<file path="src/csu_pkg.sv">
// Shared types and constants for the counting semaphore unit.
// No dependencies; imported by every module of the block.
package csu_pkg;

    typedef logic [1:0] func_t;
    typedef logic [3:0] sem_id_t;
    typedef logic [2:0] task_id_t;
    typedef logic [7:0] count_t;
    typedef logic [7:0] wake_t;

    localparam func_t FUNC_POST     = 2'd0;
    localparam func_t FUNC_TRY_WAIT = 2'd1;
    localparam func_t FUNC_WAIT     = 2'd2;
    localparam func_t FUNC_UNUSED   = 2'd3;

    // Waiter table code for a task that waits on no semaphore.
    localparam sem_id_t SEM_NONE = 4'd15;

    localparam count_t COUNT_MAX = 8'hFF;
    localparam count_t COUNT_ONE = 8'h01;

    // Count bank command: update the addressed count by one, down if dec.
    typedef struct packed {
        logic upd;
        logic dec;
    } cnt_cmd_t;

    // Waiter table command: record a waiter, start or advance a release scan.
    typedef struct packed {
        logic record;
        logic start;
        logic step;
    } wt_cmd_t;

    // Waiter table status back to the sequencer.
    typedef struct packed {
        logic  last;
        wake_t wake;
    } wt_stat_t;

endpackage

</file>
<file path="src/csu_counts.sv">
// Semaphore count bank with its shared increment/decrement adder.
// Depends on csu_pkg.
module csu_counts #(
    parameter int NUM_SEMS = 8
) (
    input  logic              clk,
    input  logic              rst_n,
    input  csu_pkg::sem_id_t  sid,
    input  csu_pkg::cnt_cmd_t cmd,
    output csu_pkg::count_t   count
);
    import csu_pkg::*;

    localparam int SIDX_W = (NUM_SEMS > 1) ? $clog2(NUM_SEMS) : 1;

    count_t counts_reg [NUM_SEMS];
    count_t sum;

    // The caller only uses the read value for an id that is in range.
    assign count = counts_reg[sid[SIDX_W-1:0]];
    assign sum   = count + (cmd.dec ? COUNT_MAX : COUNT_ONE);

    always_ff @(posedge clk or negedge rst_n)
    begin
        if (!rst_n)
        begin
            for (int s = 0; s < NUM_SEMS; s++)
            begin
                counts_reg[s] <= '0;
            end
        end
        else
        begin
            for (int s = 0; s < NUM_SEMS; s++)
            begin
                if (cmd.upd && sid == 4'(s))
                begin
                    counts_reg[s] <= sum;
                end
            end
        end
    end

endmodule

</file>
<file path="src/csu_waiters.sv">
// Waiter table with a single comparator that scans one task per cycle
// when a post releases waiters. Depends on csu_pkg.
module csu_waiters #(
    parameter int NUM_TASKS = 8
) (
    input  logic              clk,
    input  logic              rst_n,
    input  csu_pkg::wt_cmd_t  cmd,
    input  csu_pkg::sem_id_t  sid,
    input  csu_pkg::task_id_t tid,
    output csu_pkg::wt_stat_t stat
);
    import csu_pkg::*;

    localparam int TIDX_W = (NUM_TASKS > 1) ? $clog2(NUM_TASKS) : 1;

    sem_id_t           waiting_reg [NUM_TASKS];
    logic [TIDX_W-1:0] idx_reg;
    logic [TIDX_W-1:0] idx_next;
    wake_t             wake_reg;
    wake_t             wake_next;
    logic              hit;
    logic              last;
    logic [5:0]        idx_ext;

    assign idx_ext = 6'(idx_reg);
    assign hit     = cmd.step && (waiting_reg[idx_reg] == sid);
    assign last    = idx_reg == TIDX_W'(NUM_TASKS - 1);

    always_comb
    begin
        idx_next  = idx_reg;
        wake_next = wake_reg;
        if (cmd.start)
        begin
            idx_next  = '0;
            wake_next = '0;
        end
        else if (cmd.step)
        begin
            if (!last)
            begin
                idx_next = idx_reg + TIDX_W'(1);
            end
            for (int i = 0; i < 8; i++)
            begin
                if (hit && idx_ext == 6'(i))
                begin
                    wake_next[i] = 1'b1;
                end
            end
        end
    end

    always_ff @(posedge clk or negedge rst_n)
    begin
        if (!rst_n)
        begin
            idx_reg  <= '0;
            wake_reg <= '0;
            for (int t = 0; t < NUM_TASKS; t++)
            begin
                waiting_reg[t] <= SEM_NONE;
            end
        end
        else
        begin
            idx_reg  <= idx_next;
            wake_reg <= wake_next;
            for (int t = 0; t < NUM_TASKS; t++)
            begin
                if (cmd.record && {3'b000, tid} == 6'(t))
                begin
                    waiting_reg[t] <= sid;
                end
                else if (hit && idx_ext == 6'(t))
                begin
                    waiting_reg[t] <= SEM_NONE;
                end
            end
        end
    end

    assign stat.last = last;
    assign stat.wake = wake_reg;

endmodule

</file>
<file path="src/counting_semaphore_unit.sv">
// Top level of the counting semaphore unit: request sequencer and result
// register. Depends on csu_pkg, csu_counts and csu_waiters.
//
//   channel   handshake              payload
//   request   in_valid / in_ready    func, sem_id, task_id
//   result    out_valid / out_ready  acquired, blocked, wake_mask, bad_id, overflow
//
// A request is taken only while the sequencer is idle. The cycle after the
// transaction the addressed count is read and updated; a request then ends
// in the result stage. A post that finds a zero count first walks the
// waiter table with one comparator, one task per cycle. The result register
// lets a new request be taken while the previous result waits; a stalled
// result holds the sequencer in its result stage. Reset clears all counts
// and marks every task as waiting on nothing; no clearing pass follows it.
module counting_semaphore_unit #(
    parameter int NUM_SEMS  = 8,
    parameter int NUM_TASKS = 8
) (
    input  logic              clk,
    input  logic              rst_n,
    input  logic              in_valid,
    output logic              in_ready,
    input  csu_pkg::func_t    func,
    input  csu_pkg::sem_id_t  sem_id,
    input  csu_pkg::task_id_t task_id,
    output logic              out_valid,
    input  logic              out_ready,
    output logic              acquired,
    output logic              blocked,
    output csu_pkg::wake_t    wake_mask,
    output logic              bad_id,
    output logic              overflow
);
    import csu_pkg::*;

    localparam logic [1:0] ST_IDLE   = 2'd0;
    localparam logic [1:0] ST_CHECK  = 2'd1;
    localparam logic [1:0] ST_SCAN   = 2'd2;
    localparam logic [1:0] ST_RESULT = 2'd3;

    logic [1:0] state_reg;
    logic [1:0] state_next;

    // Captured request.
    func_t    func_reg;
    sem_id_t  sid_reg;
    task_id_t tid_reg;

    // Result being built.
    logic acq_reg, acq_next;
    logic blk_reg, blk_next;
    logic bad_reg, bad_next;
    logic ovf_reg, ovf_next;
    logic woke_reg, woke_next;

    // Output register.
    logic  out_valid_reg;
    logic  out_valid_next;
    logic  o_acq_reg, o_blk_reg, o_bad_reg, o_ovf_reg;
    wake_t o_wake_reg;

    cnt_cmd_t cnt_cmd;
    count_t   cnt_value;
    wt_cmd_t  wt_cmd;
    wt_stat_t wt_stat;

    logic in_take;
    logic out_load;
    logic sid_ok;
    logic tid_ok;
    logic cnt_zero;
    logic cnt_full;
    logic is_post;
    logic is_take;
    logic op_valid;

    csu_counts #(
        .NUM_SEMS (NUM_SEMS)
    ) u_counts (
        .clk   (clk),
        .rst_n (rst_n),
        .sid   (sid_reg),
        .cmd   (cnt_cmd),
        .count (cnt_value)
    );

    csu_waiters #(
        .NUM_TASKS (NUM_TASKS)
    ) u_waiters (
        .clk   (clk),
        .rst_n (rst_n),
        .cmd   (wt_cmd),
        .sid   (sid_reg),
        .tid   (tid_reg),
        .stat  (wt_stat)
    );

    assign in_ready = (state_reg == ST_IDLE);
    assign in_take  = in_valid && in_ready;
    assign out_load = (state_reg == ST_RESULT) && (!out_valid_reg || out_ready);

    // Decode of the captured request, valid during the check cycle.
    assign op_valid = (func_reg != FUNC_UNUSED);
    assign sid_ok   = (sid_reg < 4'(NUM_SEMS));
    assign tid_ok   = ({3'b000, tid_reg} < 6'(NUM_TASKS));
    assign cnt_zero = (cnt_value == '0);
    assign cnt_full = (cnt_value == COUNT_MAX);
    assign is_post  = (func_reg == FUNC_POST);
    assign is_take  = (func_reg == FUNC_TRY_WAIT) || (func_reg == FUNC_WAIT);

    always_comb
    begin
        cnt_cmd.upd = (state_reg == ST_CHECK) && op_valid && sid_ok
                      && ((is_post && !cnt_full) || (is_take && !cnt_zero));
        cnt_cmd.dec = !is_post;

        // A wait on an empty semaphore is recorded only for a task that
        // exists in the table; it still reports blocked otherwise.
        wt_cmd.record = (state_reg == ST_CHECK) && sid_ok
                        && (func_reg == FUNC_WAIT) && cnt_zero && tid_ok;
        wt_cmd.start  = (state_reg == ST_CHECK) && sid_ok && is_post && cnt_zero;
        wt_cmd.step   = (state_reg == ST_SCAN);
    end

    always_comb
    begin
        state_next = state_reg;
        acq_next   = acq_reg;
        blk_next   = blk_reg;
        bad_next   = bad_reg;
        ovf_next   = ovf_reg;
        woke_next  = woke_reg;
        unique case (state_reg)
            ST_IDLE:
            begin
                if (in_take)
                begin
                    state_next = ST_CHECK;
                end
            end
            ST_CHECK:
            begin
                acq_next   = 1'b0;
                blk_next   = 1'b0;
                bad_next   = 1'b0;
                ovf_next   = 1'b0;
                woke_next  = 1'b0;
                state_next = ST_RESULT;
                priority if (!op_valid)
                begin
                    // Unused operation code: every field stays clear.
                end
                else if (!sid_ok)
                begin
                    bad_next = 1'b1;
                end
                else if (is_post)
                begin
                    ovf_next = cnt_full;
                    if (cnt_zero)
                    begin
                        woke_next  = 1'b1;
                        state_next = ST_SCAN;
                    end
                end
                else
                begin
                    acq_next = !cnt_zero;
                    blk_next = cnt_zero && (func_reg == FUNC_WAIT);
                end
            end
            ST_SCAN:
            begin
                if (wt_stat.last)
                begin
                    state_next = ST_RESULT;
                end
            end
            ST_RESULT:
            begin
                if (out_load)
                begin
                    state_next = ST_IDLE;
                end
            end
            default:
            begin
                state_next = ST_IDLE;
            end
        endcase
    end

    always_comb
    begin
        out_valid_next = out_valid_reg;
        if (out_load)
        begin
            out_valid_next = 1'b1;
        end
        else if (out_ready)
        begin
            out_valid_next = 1'b0;
        end
    end

    always_ff @(posedge clk or negedge rst_n)
    begin
        if (!rst_n)
        begin
            state_reg     <= ST_IDLE;
            out_valid_reg <= 1'b0;
        end
        else
        begin
            state_reg     <= state_next;
            out_valid_reg <= out_valid_next;
        end
    end

    always_ff @(posedge clk)
    begin
        if (in_take)
        begin
            func_reg <= func;
            sid_reg  <= sem_id;
            tid_reg  <= task_id;
        end
        acq_reg  <= acq_next;
        blk_reg  <= blk_next;
        bad_reg  <= bad_next;
        ovf_reg  <= ovf_next;
        woke_reg <= woke_next;
        if (out_load)
        begin
            o_acq_reg  <= acq_reg;
            o_blk_reg  <= blk_reg;
            o_bad_reg  <= bad_reg;
            o_ovf_reg  <= ovf_reg;
            o_wake_reg <= woke_reg ? wt_stat.wake : '0;
        end
    end

    assign out_valid = out_valid_reg;
    assign acquired  = o_acq_reg;
    assign blocked   = o_blk_reg;
    assign bad_id    = o_bad_reg;
    assign overflow  = o_ovf_reg;
    assign wake_mask = o_wake_reg;

`ifndef SYNTHESIS
    // A result reports at most one of its outcome flags.
    assert property (@(posedge clk) disable iff (!rst_n)
        out_valid |-> $countones({acquired, blocked, bad_id, overflow}) <= 1)
        else $error("more than one outcome flag in a result");

    // Waiters are only released by a post that took no unit and was valid.
    assert property (@(posedge clk) disable iff (!rst_n)
        (out_valid && wake_mask != '0) |-> (!acquired && !blocked && !bad_id && !overflow))
        else $error("wake mask alongside another outcome");

    // A taken request is checked in the very next cycle.
    assert property (@(posedge clk) disable iff (!rst_n)
        in_take |=> (state_reg == ST_CHECK))
        else $error("accepted request not checked");

    // The table scan only ends in the result stage.
    assert property (@(posedge clk) disable iff (!rst_n)
        (state_reg == ST_SCAN) |=> (state_reg == ST_SCAN || state_reg == ST_RESULT))
        else $error("scan left for a wrong state");

    // Nothing may update a count or record a waiter during the scan.
    assert property (@(posedge clk) disable iff (!rst_n)
        (state_reg == ST_SCAN) |-> !cnt_cmd.upd && !wt_cmd.record)
        else $error("state written during waiter scan");
`endif

endmodule

</file>
<file path="config.mk">
export PLATFORM = sky130hd
export DESIGN_NAME = counting_semaphore_unit
export DESIGN_NICKNAME = d
export VERILOG_FILES = /design/src/csu_pkg.sv /design/src/csu_counts.sv /design/src/csu_waiters.sv /design/src/counting_semaphore_unit.sv
export SDC_FILE = /design/constraint.sdc
export NUM_CORES = 1
export LEC_CHECK = 0
export ABC_AREA = 1
export BUFFER_PORTS_ARGS = -buffer_cell sky130_fd_sc_hd__buf_2
export CAP_MARGIN = 40
export CORE_ASPECT_RATIO = 1.2
export CORE_MARGIN = 5
export CORE_UTILIZATION = 42
export CTS_CLUSTER_SIZE = 30
export DETAILED_ROUTE_END_ITERATION = 16
export GPL_TIMING_DRIVEN = 1
export PLACE_DENSITY = 0.7
export SYNTH_ARGS = -nofsm -noshare
export SYNTH_HDL_FRONTEND = slang
export SYNTH_SLANG_ARGS = --single-unit
</file>
<file path="constraint.sdc">
create_clock -name clk -period 3.7 [get_ports clk]
set_input_delay 1.11 -clock clk [delete_from_list [all_inputs] [get_ports clk]]
set_output_delay 1.11 -clock clk [all_outputs]
set_load 0.005 [all_outputs]
</file>
==> summary.txt <==
GRT
  – Global route overflow: 0
  – Total GRT Usage: 19.8%
  – Initial antenna violation count: 0
  – Number of global-route vias before repair: 6,577
  – Pin count of the biggest net entering global routing: 51
  – First-pass GRT wire length: 33.1 mm

Floorplanning
  – Core area: 18,100 µm²
  – Die H: 158 µm
  – Die W: 133 µm
  – I/O pins: 27
  – Full die area: 21,100 µm²
  – Row count: 54
  – Initial Utilization: 42.4%

Critical path
  – Critical-path cell list: inv_2 > nand2_1 > nand2_1 > ha_1 > nand3_1 > nand2_1 > nand2_1 > nand2_1 > a21oi_1 > xnor2_1 > nand4_1 > nand2_1
  – Setup crit start kind: flop
  – Critical path peak fanout: 25
  – Worst EP arrival: 3.46 ns
  – CP max stage cell: edfxtp_1
  – Critical path class: reg2reg
  – R2r setup slk: 0.59 ns
  – CP Capture Type: flop
  – CP peak stage delay: 0.76 ns
  – Worst Path Required: 4.06 ns
  – Crit path top cell by count: nand2_1
  – Setup crit start: sid_reg[2]
  – RR Startpoint: sid_reg[2]

Placement
  – Hpwl dp: 13.5 mm
  – DP Worst Slack: 0.698 ns
  – Area of placed instances: 7980 µm²
  – # port buffers: 26
  – Gpl congestion: 0.976

Power and ir drop
  – Leakage: 4.38 nW
  – Power Density: 824 nW/µm²
  – Peak supply drop: 0.460 mV
  – Overall power: 7.07 mW
  – Register share of total power: 36.1%
  – P_sw: 2.94 mW
  – Clock power frac: 24.5%
  – Comb power frac: 39.4%
  – Net Sw Frac: 41.6%
  – Cell Int Power: 4.13 mW

STA
  – Final period utilization: 84.0%
  – Clock Skew: 0.0149 ns
  – Final hold vios: 0
  – Max frequency: 0.322 GHz
  – Setup-failing EPs final: 0
  – Final worst path period need: 3.11 ns
  – Worst slew pin tran: 0.824 ns
  – Fin. max-slew vios: 0
  – Setup_tns: 0 ns
  – Setup ws final: 0.593 ns
  – Max transition margin: 44.7%
  – RSZ-0062 raised after global routing: false

Clocking
  – Postcts setup bufs: 0
  – Clk_lat worst skew: 0.43 ns
  – Post-CTS Resized: 0
  – Clock tree sinks: 136
  – Root Driver: clkbuf_16
  – H-tree lvl count: 4
  – Inserted Clock Buffers: 17
  – Clk slew on worst S/H paths: 0.06 ns
  – TritonCTS clock tree: built
  – Hold_buf cts: 0
  – Maximum root-to-sink buffer count: 2

Final layout
  – Nets@finish: 1,031
  – Share of cells above drive strength 1: 14.8%
  – Largest register FFs: 64
  – Ant diodes: 0
  – Commonest non-fill, non-tap cell in the layout: nand2_1
  – Area grow syn2layout: 11.8%
  – Final instance area: 8580 µm²
  – Commonest cells after routing, fill and taps aside: nand2_1 (420), nand3_1 (89), dfrtp_1 (78)

Drt
  – Iteration-0 DRC Markers: 562
  – Max layer used: met4
  – Vias per cell: 5.32
  – Post-DRT Antenna Nets: 0
  – DRT Pass-1 Iters: 5
  – M1 WL: 8.27 mm
  – Total wire length: 19.8 mm
  – Met3 Routed Length: 862 µm
  – Wire length per cell: 16.1 µm
  – Via count: 6,567
  – Routed wl met2: 9.87 mm
  – # DRC: 0

Run status
  – Status: complete, no violations

Synth
  – Avg Inst Size Synth: 7.91 µm²
  – Post-synth cell types: 36
  – Ys async rst share: 80.9%
  – EDFF count, synth: 26
  – Mapped Area: 7670 µm²
  – Mapped Cells: 970
  – Synth Register Bits: 136
  – Sequential-to-total area share from yosys stat: 46.6%
  – Yosys warning count: 0
  – Post-Synthesis Net Count: 1,003
  – Synth Flop Type: dfrtp_1

Job
  – Maxcap violations: 0

Worst hold path
  – HP Class: reg2reg
  – Worst hold start: ovf_reg
==> worst max-delay path, delay by kind of cell, from the launching register on <==
kind / cells / cell delay (ns)
AO/OA/AOI/OAI: 1 / 0.07
adder cells (fa/ha/maj): 1 / 0.36
flip-flops: 1 / 0.76
XOR/XNOR: 1 / 0.66
AND/OR/NAND/NOR: 8 / 0.79
buffers and inverters: 1 / 0.38
==> cells in the mapped netlist (all sizes together), types with 3 or more instances <==
cell | number | share of area [%]
nor2 | 55 | 3.0
inv | 58 | 2.9
dfstp | 32 | 11
dfrtp | 78 | 25
o21ai | 15 | 0.98
ha | 19 | 3.1
nand3 | 90 | 5.9
nand2 | 438 | 22
buf | 34 | 3.5
a21oi | 15 | 0.98
xor2 | 5 | 0.57
edfxtp | 26 | 10
o21bai | 3 | 0.29
nor3 | 10 | 0.72
nand4 | 72 | 7.4
clkbuf | 6 | 0.29
a21boi | 8 | 0.78
==> per-layer routing <==
layer,GRT usage (%),vias up
met3,3.69,52
met2,34.8,201
li1,-,3239
met1,23.5,3075
met4,9.36,0
met5,0,-
==> logic make-up (layout without fill, tap and decap cells) <==
family / Yosys count / after routing / synth area share, %
buffers and inverters: 98 / 139 / 6.69
DFF: 136 / 136 / 46.6
xor gates and xnor gates: 6 / 6 / 0.685
AOI/OAI and AO/OA: 45 / 45 / 3.41
and+or+nand+nor: 665 / 665 / 39.3
adders and majority gates: 20 / 20 / 3.36
==> final timing paths <==
kind / cells after the start / to
setup / recovery: 12 / u_counts.counts_reg[30]
hold / removal: 0 / overflow
setup reg to reg: 12 / u_counts.counts_reg[30]
hold reg to reg: 0 / overflow
max in group asynchronous: 2 / u_waiters.waiting_reg[24]
min in group asynchronous: 1 / u_counts.counts_reg[57]
==> power by group through the flow <==
| stage | clock network [mW] | logic (mW) | registers, mW |
|---|---|---|---|
| after floorplan | 0 | 2.04 | 2.43 |
| after global placement | 0 | 2.68 | 2.56 |
| after detailed placement | 0 | 2.73 | 2.57 |
| after CTS | 1.77 | 2.77 | 2.55 |
| after global routing | 1.84 | 3.11 | 2.61 |
| final | 1.73 | 2.78 | 2.55 |
==> area by class of cell <==
cell class              count  area (µm²)
multi-input cells         736        3590
fillers                  1786        9530
well taps                 224         280
flip-flops and latches    136        3570
inverters                  58         223
clock inverters            15         176
clock buffers              17         425
repair buffers             49         305
==> per-stage QoR <==
| stage | hold slack (ns) | utilization, % | instances |
|---|---|---|---|
| after floorplan | 0.400 | - | 970 |
| after global placement | 0.403 | 44.0 | 1203 |
| after detailed placement | 0.408 | 44.0 | 1203 |
| after CTS | 0.434 | 47.4 | 1235 |
| after global routing | 0.437 | 47.4 | 1235 |
| final | 0.433 | 47.4 | 1235 |
Note: power is estimated with default switching activity, not from simulation.
